<file path="src/sv/nmt_pkg.sv">
// Package for the NMT slave heartbeat monitor: item types, codes, constants
// and the NMT command decode. No dependencies.
package nmt_pkg;

  localparam int unsigned TableEntriesDef = 32;
  localparam int unsigned MaxResults      = 32;
  localparam int unsigned ResCntW         = 6;
  localparam int unsigned CfgIdxW         = 1;
  localparam int unsigned CfgDataW        = 16;

  localparam logic [10:0] IdNmtCommand  = 11'h000;
  localparam logic [2:0]  IdHbFuncCode  = 3'b111;
  localparam logic [3:0]  LenCommand    = 4'd2;
  localparam logic [3:0]  LenHeartbeat  = 4'd1;
  localparam logic [15:0] SatMax        = 16'hFFFF;

  localparam logic [7:0] StInit    = 8'd0;
  localparam logic [7:0] StStopped = 8'd4;
  localparam logic [7:0] StOper    = 8'd5;
  localparam logic [7:0] StPreop   = 8'd127;

  localparam logic [7:0] CmdStart      = 8'h01;
  localparam logic [7:0] CmdStop       = 8'h02;
  localparam logic [7:0] CmdPreop      = 8'h80;
  localparam logic [7:0] CmdResetNode  = 8'h81;
  localparam logic [7:0] CmdResetComm  = 8'h82;

  typedef enum logic [CfgIdxW-1:0] {
    CfgOwnNodeId = 1'b0,
    CfgTimeout   = 1'b1
  } cfg_idx_e;

  typedef enum logic [1:0] {
    FnFrame  = 2'd0,
    FnTick   = 2'd1,
    FnAdd    = 2'd2,
    FnRemove = 2'd3
  } func_e;

  typedef enum logic [2:0] {
    EvNone     = 3'd0,
    EvOwnState = 3'd1,
    EvBootup   = 3'd2,
    EvNodeChg  = 3'd3,
    EvTimeout  = 3'd4,
    EvFull     = 3'd5,
    EvIgnored  = 3'd6
  } event_e;

  typedef struct packed {
    logic [1:0]  func;
    logic [10:0] can_id;
    logic [3:0]  frame_length;
    logic [7:0]  data_byte0;
    logic [7:0]  data_byte1;
    logic [6:0]  node_addr;
  } in_item_t;

  typedef struct packed {
    logic [2:0]  event_res;
    logic [6:0]  event_node;
    logic [7:0]  prior_state;
    logic [7:0]  next_state;
    logic [15:0] timeout_total;
    logic        last;
  } out_item_t;

  typedef struct packed {
    logic [6:0]  node;
    logic [7:0]  state;
    logic        bootup_seen;
    logic        timed_out;
    logic [15:0] age;
    logic [15:0] timeouts;
  } entry_t;

  typedef struct packed {
    logic we;
    logic vset;
    logic vclr;
  } tbl_wr_t;

  function automatic logic [7:0] cmd_next(input logic [7:0] cmd, input logic [7:0] cur);
    logic [7:0] ns;
    ns = cur;
    case (cmd)
      CmdStart:     ns = StOper;
      CmdStop:      ns = StStopped;
      CmdPreop:     ns = StPreop;
      CmdResetNode: ns = StInit;
      CmdResetComm: ns = StInit;
      default:      ns = cur;
    endcase
    return ns;
  endfunction

endpackage

</file>
<file path="src/sv/nmt_table.sv">
// Node table of the heartbeat monitor: entry memory with registered read
// and one valid flop per entry. Depends on nmt_pkg.
module nmt_table import nmt_pkg::*; #(
  parameter int unsigned TableEntries = TableEntriesDef,
  parameter int unsigned IdxW = (TableEntries > 1) ? $clog2(TableEntries) : 1
) (
  input  logic                    clk_i,
  input  logic                    rst_ni,
  input  logic [IdxW-1:0]         rd_idx_i,
  output entry_t                  rd_data_o,
  input  tbl_wr_t                 wr_ctl_i,
  input  logic [IdxW-1:0]         wr_idx_i,
  input  entry_t                  wr_data_i,
  output logic [TableEntries-1:0] valid_o
);

  entry_t mem_q [TableEntries];
  entry_t rd_q;
  logic [TableEntries-1:0] valid_q;

  always_ff @(posedge clk_i) begin
    if (wr_ctl_i.we) begin
      mem_q[wr_idx_i] <= wr_data_i;
    end
    rd_q <= mem_q[rd_idx_i];
  end

  always_ff @(posedge clk_i or negedge rst_ni) begin
    if (!rst_ni) begin
      valid_q <= '0;
    end else if (wr_ctl_i.vset) begin
      valid_q[wr_idx_i] <= 1'b1;
    end else if (wr_ctl_i.vclr) begin
      valid_q[wr_idx_i] <= 1'b0;
    end
  end

  assign rd_data_o = rd_q;
  assign valid_o   = valid_q;

endmodule

</file>
<file path="src/sv/nmt_slave_heartbeat_monitor_unit.sv">
// NMT slave with heartbeat consumer: sequencer over a shared node table.
// Flow: a command or ignored frame goes straight to the flush state; a lookup (heartbeat,
// add, remove) walks the table in read and check states per entry until a hit or the last
// entry; a tick walks every entry in read and update states and holds on a stalled output.
// One item at a time: the next is accepted only once the sequencer is back in idle.
// Reset clears own state, table valid bits and config to their defaults; no sweep.
module nmt_slave_heartbeat_monitor_unit import nmt_pkg::*; #(
  parameter int unsigned TableEntries = TableEntriesDef
) (
  input  logic                clk_i,
  input  logic                rst_ni,
  input  logic                in_valid_i,
  output logic                in_ready_o,
  input  in_item_t            in_item_i,
  output logic                out_valid_o,
  input  logic                out_ready_i,
  output out_item_t           out_item_o,
  input  logic                cfg_valid_i,
  output logic                cfg_ready_o,
  input  logic [CfgIdxW-1:0]  cfg_index_i,
  input  logic [CfgDataW-1:0] cfg_data_i
);

  localparam int unsigned IdxW = (TableEntries > 1) ? $clog2(TableEntries) : 1;
  localparam logic [IdxW-1:0] LastIdx = IdxW'(TableEntries - 1);

  // One-hot sequencer states
  typedef enum logic [5:0] {
    SIdle  = 6'b000001,
    SFRd   = 6'b000010,
    SFChk  = 6'b000100,
    STRd   = 6'b001000,
    STUpd  = 6'b010000,
    SFlush = 6'b100000
  } state_e;

  state_e state_q, state_d;
  in_item_t item_q, item_d;
  logic [6:0] key_q, key_d;
  logic [IdxW-1:0] idx_q, idx_d, free_idx_q, free_idx_d;
  logic free_v_q, free_v_d;
  logic [ResCntW-1:0] res_cnt_q, res_cnt_d;
  logic [6:0] own_id_q, own_id_d;
  logic [15:0] limit_q, limit_d;
  logic [7:0] own_st_q, own_st_d;
  out_item_t pend_q, pend_d, out_q, out_d;
  logic pend_v_q, pend_v_d, out_v_q, out_v_d;

  entry_t rd_data, wr_data;
  tbl_wr_t wr_ctl;
  logic [IdxW-1:0] wr_idx;
  logic [TableEntries-1:0] valid;

  nmt_table #(.TableEntries(TableEntries), .IdxW(IdxW)) u_table (
    .clk_i     (clk_i),
    .rst_ni    (rst_ni),
    .rd_idx_i  (idx_q),
    .rd_data_o (rd_data),
    .wr_ctl_i  (wr_ctl),
    .wr_idx_i  (wr_idx),
    .wr_data_i (wr_data),
    .valid_o   (valid)
  );

  assign in_ready_o  = (state_q == SIdle);
  assign cfg_ready_o = 1'b1;
  assign out_valid_o = out_v_q;
  assign out_item_o  = out_q;

  always_comb begin
    logic out_free, emit, hit, fv, last_e, tmo;
    logic [IdxW-1:0] fi;
    logic [15:0] age2, cnt2;
    logic [7:0] ns;
    out_item_t ev;
    entry_t nw;

    state_d = state_q; item_d = item_q; key_d = key_q; idx_d = idx_q;
    free_idx_d = free_idx_q; free_v_d = free_v_q; res_cnt_d = res_cnt_q;
    own_id_d = own_id_q; limit_d = limit_q; own_st_d = own_st_q;
    pend_d = pend_q; pend_v_d = pend_v_q; out_d = out_q; out_v_d = out_v_q;
    wr_ctl = '0; wr_idx = idx_q; wr_data = rd_data;
    emit = 1'b0; ev = '0; nw = rd_data; ns = own_st_q;
    age2 = '0; cnt2 = '0; tmo = 1'b0;

    out_free = !out_v_q || out_ready_i;
    if (out_v_q && out_ready_i) out_v_d = 1'b0;

    hit    = valid[idx_q] && (rd_data.node == key_q);
    fv     = free_v_q || !valid[idx_q];
    fi     = free_v_q ? free_idx_q : idx_q;
    last_e = (idx_q == LastIdx);

    if (cfg_valid_i) begin
      case (cfg_index_i)
        CfgOwnNodeId: own_id_d = cfg_data_i[6:0];
        CfgTimeout:   limit_d  = cfg_data_i;
        default:      ;
      endcase
    end

    case (state_q)
      SIdle: begin
        if (in_valid_i) begin
          item_d = in_item_i; idx_d = '0; free_v_d = 1'b0; res_cnt_d = '0;
          key_d = in_item_i.node_addr;
          state_d = SFRd;
          case (in_item_i.func)
            FnFrame: begin
              key_d = in_item_i.can_id[6:0];
              ev.event_node = in_item_i.can_id[6:0];
              ev.event_res  = EvIgnored;
              if (in_item_i.can_id == IdNmtCommand && in_item_i.frame_length == LenCommand) begin
                state_d = SFlush;
                if (in_item_i.data_byte1 != 8'd0 && in_item_i.data_byte1 != {1'b0, own_id_q}) begin
                  emit = 1'b1;
                end else begin
                  ns = cmd_next(in_item_i.data_byte0, own_st_q);
                  if (ns != own_st_q) begin
                    emit = 1'b1;
                    ev.event_res = EvOwnState; ev.event_node = own_id_q;
                    ev.prior_state = own_st_q; ev.next_state = ns;
                    own_st_d = ns;
                  end
                end
              end else if (in_item_i.can_id[10:8] == IdHbFuncCode &&
                           in_item_i.frame_length == LenHeartbeat) begin
                // drop own heartbeat
                if (in_item_i.can_id[6:0] == own_id_q) begin
                  emit = 1'b1; state_d = SFlush;
                end
              end else begin
                emit = 1'b1; state_d = SFlush;
              end
            end
            FnTick:  state_d = STRd;
            default: state_d = SFRd;
          endcase
        end
      end
      SFRd: state_d = SFChk;
      SFChk: begin
        if (hit) begin
          state_d = SFlush;
          case (item_q.func)
            FnFrame: begin
              nw.state = item_q.data_byte0; nw.age = '0; nw.timed_out = 1'b0;
              ev.event_node = key_q; ev.next_state = item_q.data_byte0;
              if (item_q.data_byte0 == StInit && !rd_data.bootup_seen) begin
                nw.bootup_seen = 1'b1; emit = 1'b1; ev.event_res = EvBootup;
              end else if (rd_data.state != item_q.data_byte0) begin
                emit = 1'b1; ev.event_res = EvNodeChg; ev.prior_state = rd_data.state;
              end
              wr_ctl.we = 1'b1; wr_data = nw;
            end
            FnAdd: begin
              wr_ctl.we = 1'b1;
              wr_data = '{node: key_q, state: StInit, bootup_seen: 1'b0,
                          timed_out: 1'b0, age: '0, timeouts: '0};
            end
            default: wr_ctl.vclr = 1'b1;
          endcase
        end else if (last_e) begin
          state_d = SFlush;
          if (item_q.func != FnRemove) begin
            ev.event_node = key_q;
            if (fv) begin
              wr_idx = fi; wr_ctl.we = 1'b1; wr_ctl.vset = 1'b1;
              wr_data = '{node: key_q, state: StInit, bootup_seen: 1'b0,
                          timed_out: 1'b0, age: '0, timeouts: '0};
              if (item_q.func == FnFrame) begin
                wr_data.state = item_q.data_byte0;
                wr_data.bootup_seen = (item_q.data_byte0 == StInit);
                emit = 1'b1; ev.event_res = EvBootup; ev.next_state = item_q.data_byte0;
              end
            end else begin
              emit = 1'b1; ev.event_res = EvFull;
            end
          end
        end else begin
          idx_d = idx_q + 1'b1; free_v_d = fv; free_idx_d = fi; state_d = SFRd;
        end
      end
      STRd: state_d = STUpd;
      STUpd: begin
        age2 = (rd_data.age == SatMax) ? SatMax : rd_data.age + 16'd1;
        cnt2 = (rd_data.timeouts == SatMax) ? SatMax : rd_data.timeouts + 16'd1;
        tmo  = valid[idx_q] && (age2 > limit_q) && !rd_data.timed_out &&
               (res_cnt_q < ResCntW'(MaxResults));
        // hold while a second result has nowhere to go
        if (!(tmo && pend_v_q && !out_free)) begin
          if (valid[idx_q]) begin
            nw.age = age2;
            if (tmo) begin
              nw.timed_out = 1'b1; nw.timeouts = cnt2;
              emit = 1'b1; ev.event_res = EvTimeout; ev.event_node = rd_data.node;
              ev.next_state = rd_data.state; ev.timeout_total = cnt2;
              res_cnt_d = res_cnt_q + 1'b1;
            end
            wr_ctl.we = 1'b1; wr_data = nw;
          end
          if (last_e) begin
            state_d = SFlush;
          end else begin
            idx_d = idx_q + 1'b1; state_d = STRd;
          end
        end
      end
      SFlush: begin
        if (!pend_v_q) begin
          state_d = SIdle;
        end else if (out_free) begin
          out_d = pend_q; out_d.last = 1'b1; out_v_d = 1'b1;
          pend_v_d = 1'b0; state_d = SIdle;
        end
      end
      default: state_d = SIdle;
    endcase

    // advance the held result to the output when a newer one arrives
    if (emit) begin
      if (pend_v_q) begin
        out_d = pend_q; out_d.last = 1'b0; out_v_d = 1'b1;
      end
      pend_d = ev; pend_v_d = 1'b1;
    end
  end

  always_ff @(posedge clk_i or negedge rst_ni) begin
    if (!rst_ni) begin
      state_q  <= SIdle;
      own_id_q <= 7'd1;
      limit_q  <= 16'd1000;
      own_st_q <= StInit;
      pend_v_q <= 1'b0;
      out_v_q  <= 1'b0;
      res_cnt_q <= '0;
      free_v_q <= 1'b0;
      idx_q    <= '0;
    end else begin
      state_q  <= state_d;
      own_id_q <= own_id_d;
      limit_q  <= limit_d;
      own_st_q <= own_st_d;
      pend_v_q <= pend_v_d;
      out_v_q  <= out_v_d;
      res_cnt_q <= res_cnt_d;
      free_v_q <= free_v_d;
      idx_q    <= idx_d;
    end
  end

  always_ff @(posedge clk_i) begin
    item_q     <= item_d;
    key_q      <= key_d;
    free_idx_q <= free_idx_d;
    pend_q     <= pend_d;
    out_q      <= out_d;
  end

endmodule

</file>
<file path="config.mk">
export PLATFORM = sky130hd
export DESIGN_NAME = nmt_slave_heartbeat_monitor_unit
export DESIGN_NICKNAME = d
export VERILOG_FILES = /design/src/sv/nmt_pkg.sv /design/src/sv/nmt_table.sv /design/src/sv/nmt_slave_heartbeat_monitor_unit.sv
export SDC_FILE = /design/constraint.sdc
export NUM_CORES = 2
export LEC_CHECK = 0
export BUFFER_PORTS_ARGS = -buffer_cell sky130_fd_sc_hd__buf_2
export CAP_MARGIN = 20
export CORE_MARGIN = 2
export CORE_UTILIZATION = 25
export CTS_BUF_LIST = sky130_fd_sc_hd__clkbuf_8 sky130_fd_sc_hd__clkbuf_16
export CTS_CLUSTER_SIZE = 12
export DETAILED_ROUTE_END_ITERATION = 12
export SLEW_MARGIN = 20
export SYNTH_ARGS = -nofsm -noshare
export SYNTH_HDL_FRONTEND = slang
export SYNTH_SLANG_ARGS = --single-unit
export TNS_END_PERCENT = 5
</file>
<file path="constraint.sdc">
create_clock -name clk_i -period 8.1 [get_ports clk_i]
set_input_delay 1.62 -clock clk_i [delete_from_list [all_inputs] [get_ports clk_i]]
set_output_delay 1.62 -clock clk_i [all_outputs]
set_load 0.03 [all_outputs]
</file>
After elaboration in Yosys (flattened, before gate mapping)
Memory sizes are Yosys's and may differ from the RTL's. A register that Yosys moved wholly into a read port is not among the register bits.
Index checks and enable logic that the tools add are counted.
{"block": "totals", "reg_bits": 190, "ram_bits": 1568, "inputBits": 62, "output_inout_bits": 46, "word_cells": 255, "mem_count": 1}
{"block": "classes", "n_addsub": 4, "n_lt_le_gt_ge": 5, "eq_ne": 32, "mux": 137, "n_bitwise": 10, "reduce_logical": 41}
{"memory": "u_table.mem_q", "depth": 32, "word_bits": 49, "rd": 1, "rd_ports_with_merged_regs": 1, "wr": 1, "line": "nmt_table.sv:17", "source": "entry_t mem_q [TableEntries];"}
{"operator": "2-to-1 mux 43 bit", "count": 5}
{"operator": "2-to-1 mux 49 bit", "count": 4}
{"operator": "case mux 49 bit (2 select lines)", "count": 2}
{"operator": "2-to-1 mux 26 bit", "count": 5}
{"operator": "2-to-1 mux 8 bit", "count": 13}
{"operator": "2-to-1 mux 6 bit", "count": 14}
{"operator": "2-to-1 mux 24 bit", "count": 3}
{"operator": "2-to-1 mux 33 bit", "count": 2}
{"operator": "2-to-1 mux 32 bit", "count": 2}
{"operator": "2-to-1 mux 10 bit", "count": 6}
{"operator": "2-to-1 mux 5 bit", "count": 10}
{"operator": "2-to-1 mux 16 bit", "count": 3}
{"operator": "2-to-1 mux 1 bit", "count": 44}
{"operator": "case mux 6 bit (6 select lines)", "count": 1}
{"operator": "adder 16 x 1 -> 16 bit, second input constant", "count": 2}
{"operator": "bitwise AND 32 bit", "count": 1}
{"operator": "== test 16 bit, second input constant", "count": 2}
{"operator": "NOT 32 bit", "count": 1}
{"operator": "OR 32 bit", "count": 1}
{"operator": "case mux 8 bit (4 select lines)", "count": 1}
{"operator": "case mux 10 bit (3 select lines)", "count": 1}
{"operator": "2-to-1 mux 25 bit", "count": 1}
{"operator": "== test 8 bit, second input constant", "count": 3}
{"operator": "case mux 6 bit (2 select lines)", "count": 2}
{"operator": "53 further kinds", "count": 100}

Logic depth before layout (Yosys ltp)
{"block": "depth", "ltp_word": 17, "ltp_mapped": 17, "depth_no_buf": 15}

Cells and area by module
Synthesis repeated with hierarchy kept, for this count alone.
{"block": "hier_totals", "cells_unflattened": 4431, "hier_area_um2": 72430.7}
{"mod": "nmt_table", "n_inst": 1, "cells_each": 3548, "area_per_inst_um2": 63044.2, "seq_area_each_um2": 48866.9}
{"mod": "nmt_slave_heartbeat_monitor_unit", "n_inst": 1, "cells_each": 883, "area_per_inst_um2": 9386.5, "seq_area_each_um2": 4499.3}

Worst setup path after synthesis
OpenSTA, ideal clock, no wires.
{"block": "synth_timing", "path_type": "reg2reg", "from": "reg, netlist name u_table.rd_data_o[16]", "to": "mem u_table.mem_q[31][0] (netlist name), enable pin", "setup_time_ns": 0.456, "t_arrival_ns": 5.413, "t_required_ns": 7.644, "setup_slack_ns": 2.231, "path_stages_with_launch": 15, "n_path_buf": 2, "period_less_slack_ns": 5.869, "cell_sequence": "dfxtp_1 -> ha_1 -> and3_1 -> nand3_1 -> or3_1 -> clkbuf_1 -> clkbuf_1 -> nand2_1 -> ha_1 -> nand4_1 -> o41ai_1 -> a31oi_1 -> a21oi_2 -> o211ai_1 -> nor2_1"}
{"block": "synth_via", "elab_chain_cells": 12, "elab_cells_between_ends": 13, "cone_classes": "1 x add/sub; 1 x order compare; 1 x eq/ne; 5 x mux; 5 x reduce/logical"}
{"item": "adder 16 x 1 -> 16 bit or == test 16 bit (tied branches)", "line": "nmt_slave_heartbeat_monitor_unit.sv:186", "source": "age2 = (rd_data.age == SatMax) ? SatMax : rd_data.age + 16'd1;"}
{"item": "2-to-1 mux 16 bit (*)", "line": "nmt_slave_heartbeat_monitor_unit.sv:186"}
{"item": "greater-than comparator 16 bit (*)", "line": "nmt_slave_heartbeat_monitor_unit.sv:188", "source": "tmo = valid[idx_q] && (age2 > limit_q) && !rd_data.timed_out &&"}
{"item": "logical AND 1 bit (*) (3 in a row)", "line": "nmt_slave_heartbeat_monitor_unit.sv:188"}
{"item": "logical AND 1 bit (*) (2 in a row)", "line": "nmt_slave_heartbeat_monitor_unit.sv:191", "source": "if (!(tmo && pend_v_q && !out_free)) begin"}
{"item": "2-to-1 mux 1 bit (*)", "line": "nmt_slave_heartbeat_monitor_unit.sv:191"}
{"item": "case mux 1 bit (2 select lines) (*)", "line": "nmt_slave_heartbeat_monitor_unit.sv:102", "source": "case (state_q)"}
{"item": "2-to-1 mux 1 bit (*)", "line": "nmt_table.sv:22", "source": "if (wr_ctl_i.we) begin"}
{"item": "2-to-1 mux 1 bit (not written as such) (*)", "line": "nmt_table.sv:23", "source": "mem_q[wr_idx_i] <= wr_data_i;"}
{"item": "end, declared", "line": "nmt_table.sv:17"}
Every way passes the cells marked *; elsewhere a longest branch is shown, timed or not.

==> metrics.txt <==
RSZ-0062 raised after global routing false; PortBufs 106; Met1 Routed Length 77600 um; vias in the first global route 35581; CP delay by family, top simple AND/OR/NAND/NOR gates; initial DRC count 3659; detailed-route vias per instance 4.66; # setup viols final 0; # hold bufs at CTS 0; Hold Violations, Final 0; GRT overflow 0; syn avg cell area 21.3 um2; WL met3 10700 um; initial antenna violation count 8; WP data arrival 6790 ps; worst vdd ir 0.157 mV; largest cells by area after synthesis edfxtp_1, mux4_2, dfrtp_1, dfxtp_1, mux2_2; DRC Markers 0; unique cell type count in the Yosys netlist 83; vias 34992; mapped cell area 71500 um2; Num CTS Buffers 185; Leakage 25.7 nW; min cycle time layout 6160 ps; chip width 539 um; I/O pin count 108; Buf/Inv on CP 2; final period utilization 76.0%; share of post-route cells with drive strength above 1 30.8%; antenna-violating nets left 0; CP max-delay cell and4_2; clk slew on worst S/H paths 60 ps; Routed WL 180000 um; nets@finish 3675; Avg WL per Cell 24.0 um; Max Freq 162 MHz; #FFs+latches synth 1807; sequential cell area fraction in the yosys report 74.6%; CTS max path bufs 3; post-synth top area share 70.4%; Top Layer Used met4; max incr delay on CP 990 ps; CTS Sinks 1807; Pwr Density 259 nW/um2; crit-path max FO 37; clock root buffer clkbuf_16; Worst-Margin Slew 1140 ps; first-pass GRT wire length 259000 um; Slew Limit Headroom 24.2%; die area 290000 um2; area leader, netlist edfxtp_1; Max Slew Vio Count 0; post-route cell area 83200 um2; Area Growth Syn to Fin 16.3%; Total GRT Usage 12.1%; Core Box Area 285000 um2; Setup crit end kind flip-flop; Setup crit start kind flip-flop; Clk Latency, worst-skew pair 820 ps; initial core utilization 25.1%; Row Count 196; status completed; pin count of the biggest net entering global routing 104; # H-tree levels 4; top-count cell post-synth edfxtp_1; worst path cell trace ha_1, and3_1, nand3_1, or3_1, and2_1, ha_1, nor2b_1, o211ai_1, a2111o_1, a31oi_1, buf_4, and4_2, a21oi_1, a311oi_4, buf_4; Area after DPL 77400 um2; DR pass1 iterations 5; top_reg_cell synth edfxtp_1; cells after synthesis 3361; post_cts resized 0; Die Ht 539 um; WL met2 87600 um; Post-synth EDFFs 1675; HP Class reg2reg; Synth warnings 0; commonest cells in the netlist edfxtp_1, mux4_2, clkbuf_1; setup bufs post-CTS 0; CTS tree built; fillcell total 27537; final setup TNS 0 ps; FFs w/ async S/R, synth 4.59%; Worst Path Required 8730 ps; Crit Path Class reg2reg; Setup Skew 42.3 ps; placed wire-length estimate 106000 um; syn_nets 3444; max-cap violation count 0; placer congestion estimate 0.840
## layer usage
metal	track usage (%)	vias to the layer above
met5	0	-
met4	3.18	0
met3	2.22	235
met2	19.8	1211
met1	16.5	18953
li1	-	14593
## metrics by stage
step           worst slack (ps)  hold slack, ps  utilization [%]  instances  total power [mW]
4_1_cts                    1820             490             29.2       7493              21.8
5_1_grt                    1640             501             29.2       7501              22.3
2_1_floorplan              2230             446                -       3361              12.9
3_5_place_dp               1850             477             27.2       7161              13.9
6_report                   1940             488             29.2       7503              21.5
3_3_place_gp               2030             470             27.2       7161              13.8
## worst reg2reg max path, cell delays in order, from the launching register on
cell and delay (ps):
dfxtp_1 390, ha_1 260, and3_1 220, nand3_1 230, or3_1 700, and2_1 310
ha_1 180, nor2b_1 120, o211ai_1 90, a2111o_1 390, a31oi_1 500, buf_4 290
and4_2 990, a21oi_1 260, a311oi_4 710, buf_4 340
## logic make-up (layout without fill, tap and decap cells)
family / Yosys count / count (layout) / share of synthesized area, %
AO/OA/AOI/OAI: 264 / 264 / 2.81
XOR/XNOR: 50 / 50 / 0.613
adder cells (fa/ha/maj): 21 / 21 / 0.368
buffers and inverters: 228 / 604 / 1.33
flip-flops: 1807 / 1807 / 74.6
multiplexers: 621 / 621 / 17.5
other: 1 / 5 / 0.00525
AND/OR/NAND/NOR: 369 / 369 / 2.70
## placed cells by master (no fill, tap or decap), types with 54 or more instances in the layout
| master | netlist | final |
|---|---|---|
| clkbuf_16 | 0 | 193 |
| edfxtp_1 | 1675 | 1675 |
| dfrtp_1 | 75 | 71 |
| mux2_2 | 87 | 87 |
| mux4_2 | 494 | 494 |
| and3_1 | 54 | 54 |
| buf_2 | 25 | 105 |
| buf_4 | 5 | 100 |
| nand2_1 | 88 | 88 |
| inv_1 | 46 | 126 |
## registers in the layout (all words and copies together) (netlist names), 5 cells and up, named ones only
| signal | count |
|---|---|
| own_id_q | 7 |
| key_q | 7 |
| state_q | 6 |
| limit_q | 16 |
| res_cnt_q | 6 |
| idx_q | 5 |
| own_st_q | 8 |
| u_table.mem_q | 1568 |
| pend_q | 42 |
| u_table.rd_data_o | 49 |
| free_idx_q | 5 |
| item_q | 10 |
## worst paths after layout
kind	from	endpoint	slack (ps)	cells after the start
worst max register to register	u_table.rd_data_o[16]$_DFF_P_	u_table.mem_q[6][4]$_DFFE_PP_	1940	15
worst min register to register	state_q[5]$_DFFE_PN0P_	state_q[2]$_DFFE_PN0P_	490	1
worst min-delay path	state_q[5]$_DFFE_PN0P_	state_q[2]$_DFFE_PN0P_	490	1
max in group asynchronous	rst_ni	idx_q[0]$_DFFE_PN0P_	6160	2
min in group asynchronous	rst_ni	own_st_q[3]$_DFFE_PN0P_	790	1
worst max-delay path	u_table.rd_data_o[16]$_DFF_P_	u_table.mem_q[6][4]$_DFFE_PP_	1940	15
## power breakdown
| part | total, mW | leakage, nW | switching [mW] | internal, mW |
|---|---|---|---|---|
| Sequential | 11.0 | 16.6 | 0.198 | 10.8 |
| Combinational | 2.66 | 6.10 | 1.59 | 1.07 |
| Clock | 7.91 | 3.06 | 3.43 | 4.49 |
## area by class of cell
type / count / area, um2 / area share (%)
clock inverters: 132 / 709 / 0.853
inverters: 48 / 183 / 0.220
multi-input cells: 1326 / 17600 / 21.2
flip-flops and latches: 1807 / 53400 / 64.2
diodes: 4 / 10.0 / 0.0120
repair buffers: 224 / 1630 / 1.96
well taps: 3762 / 4710 / 5.66
clock buffers: 200 / 4930 / 5.92
Power figures use the tool's default switching activity.
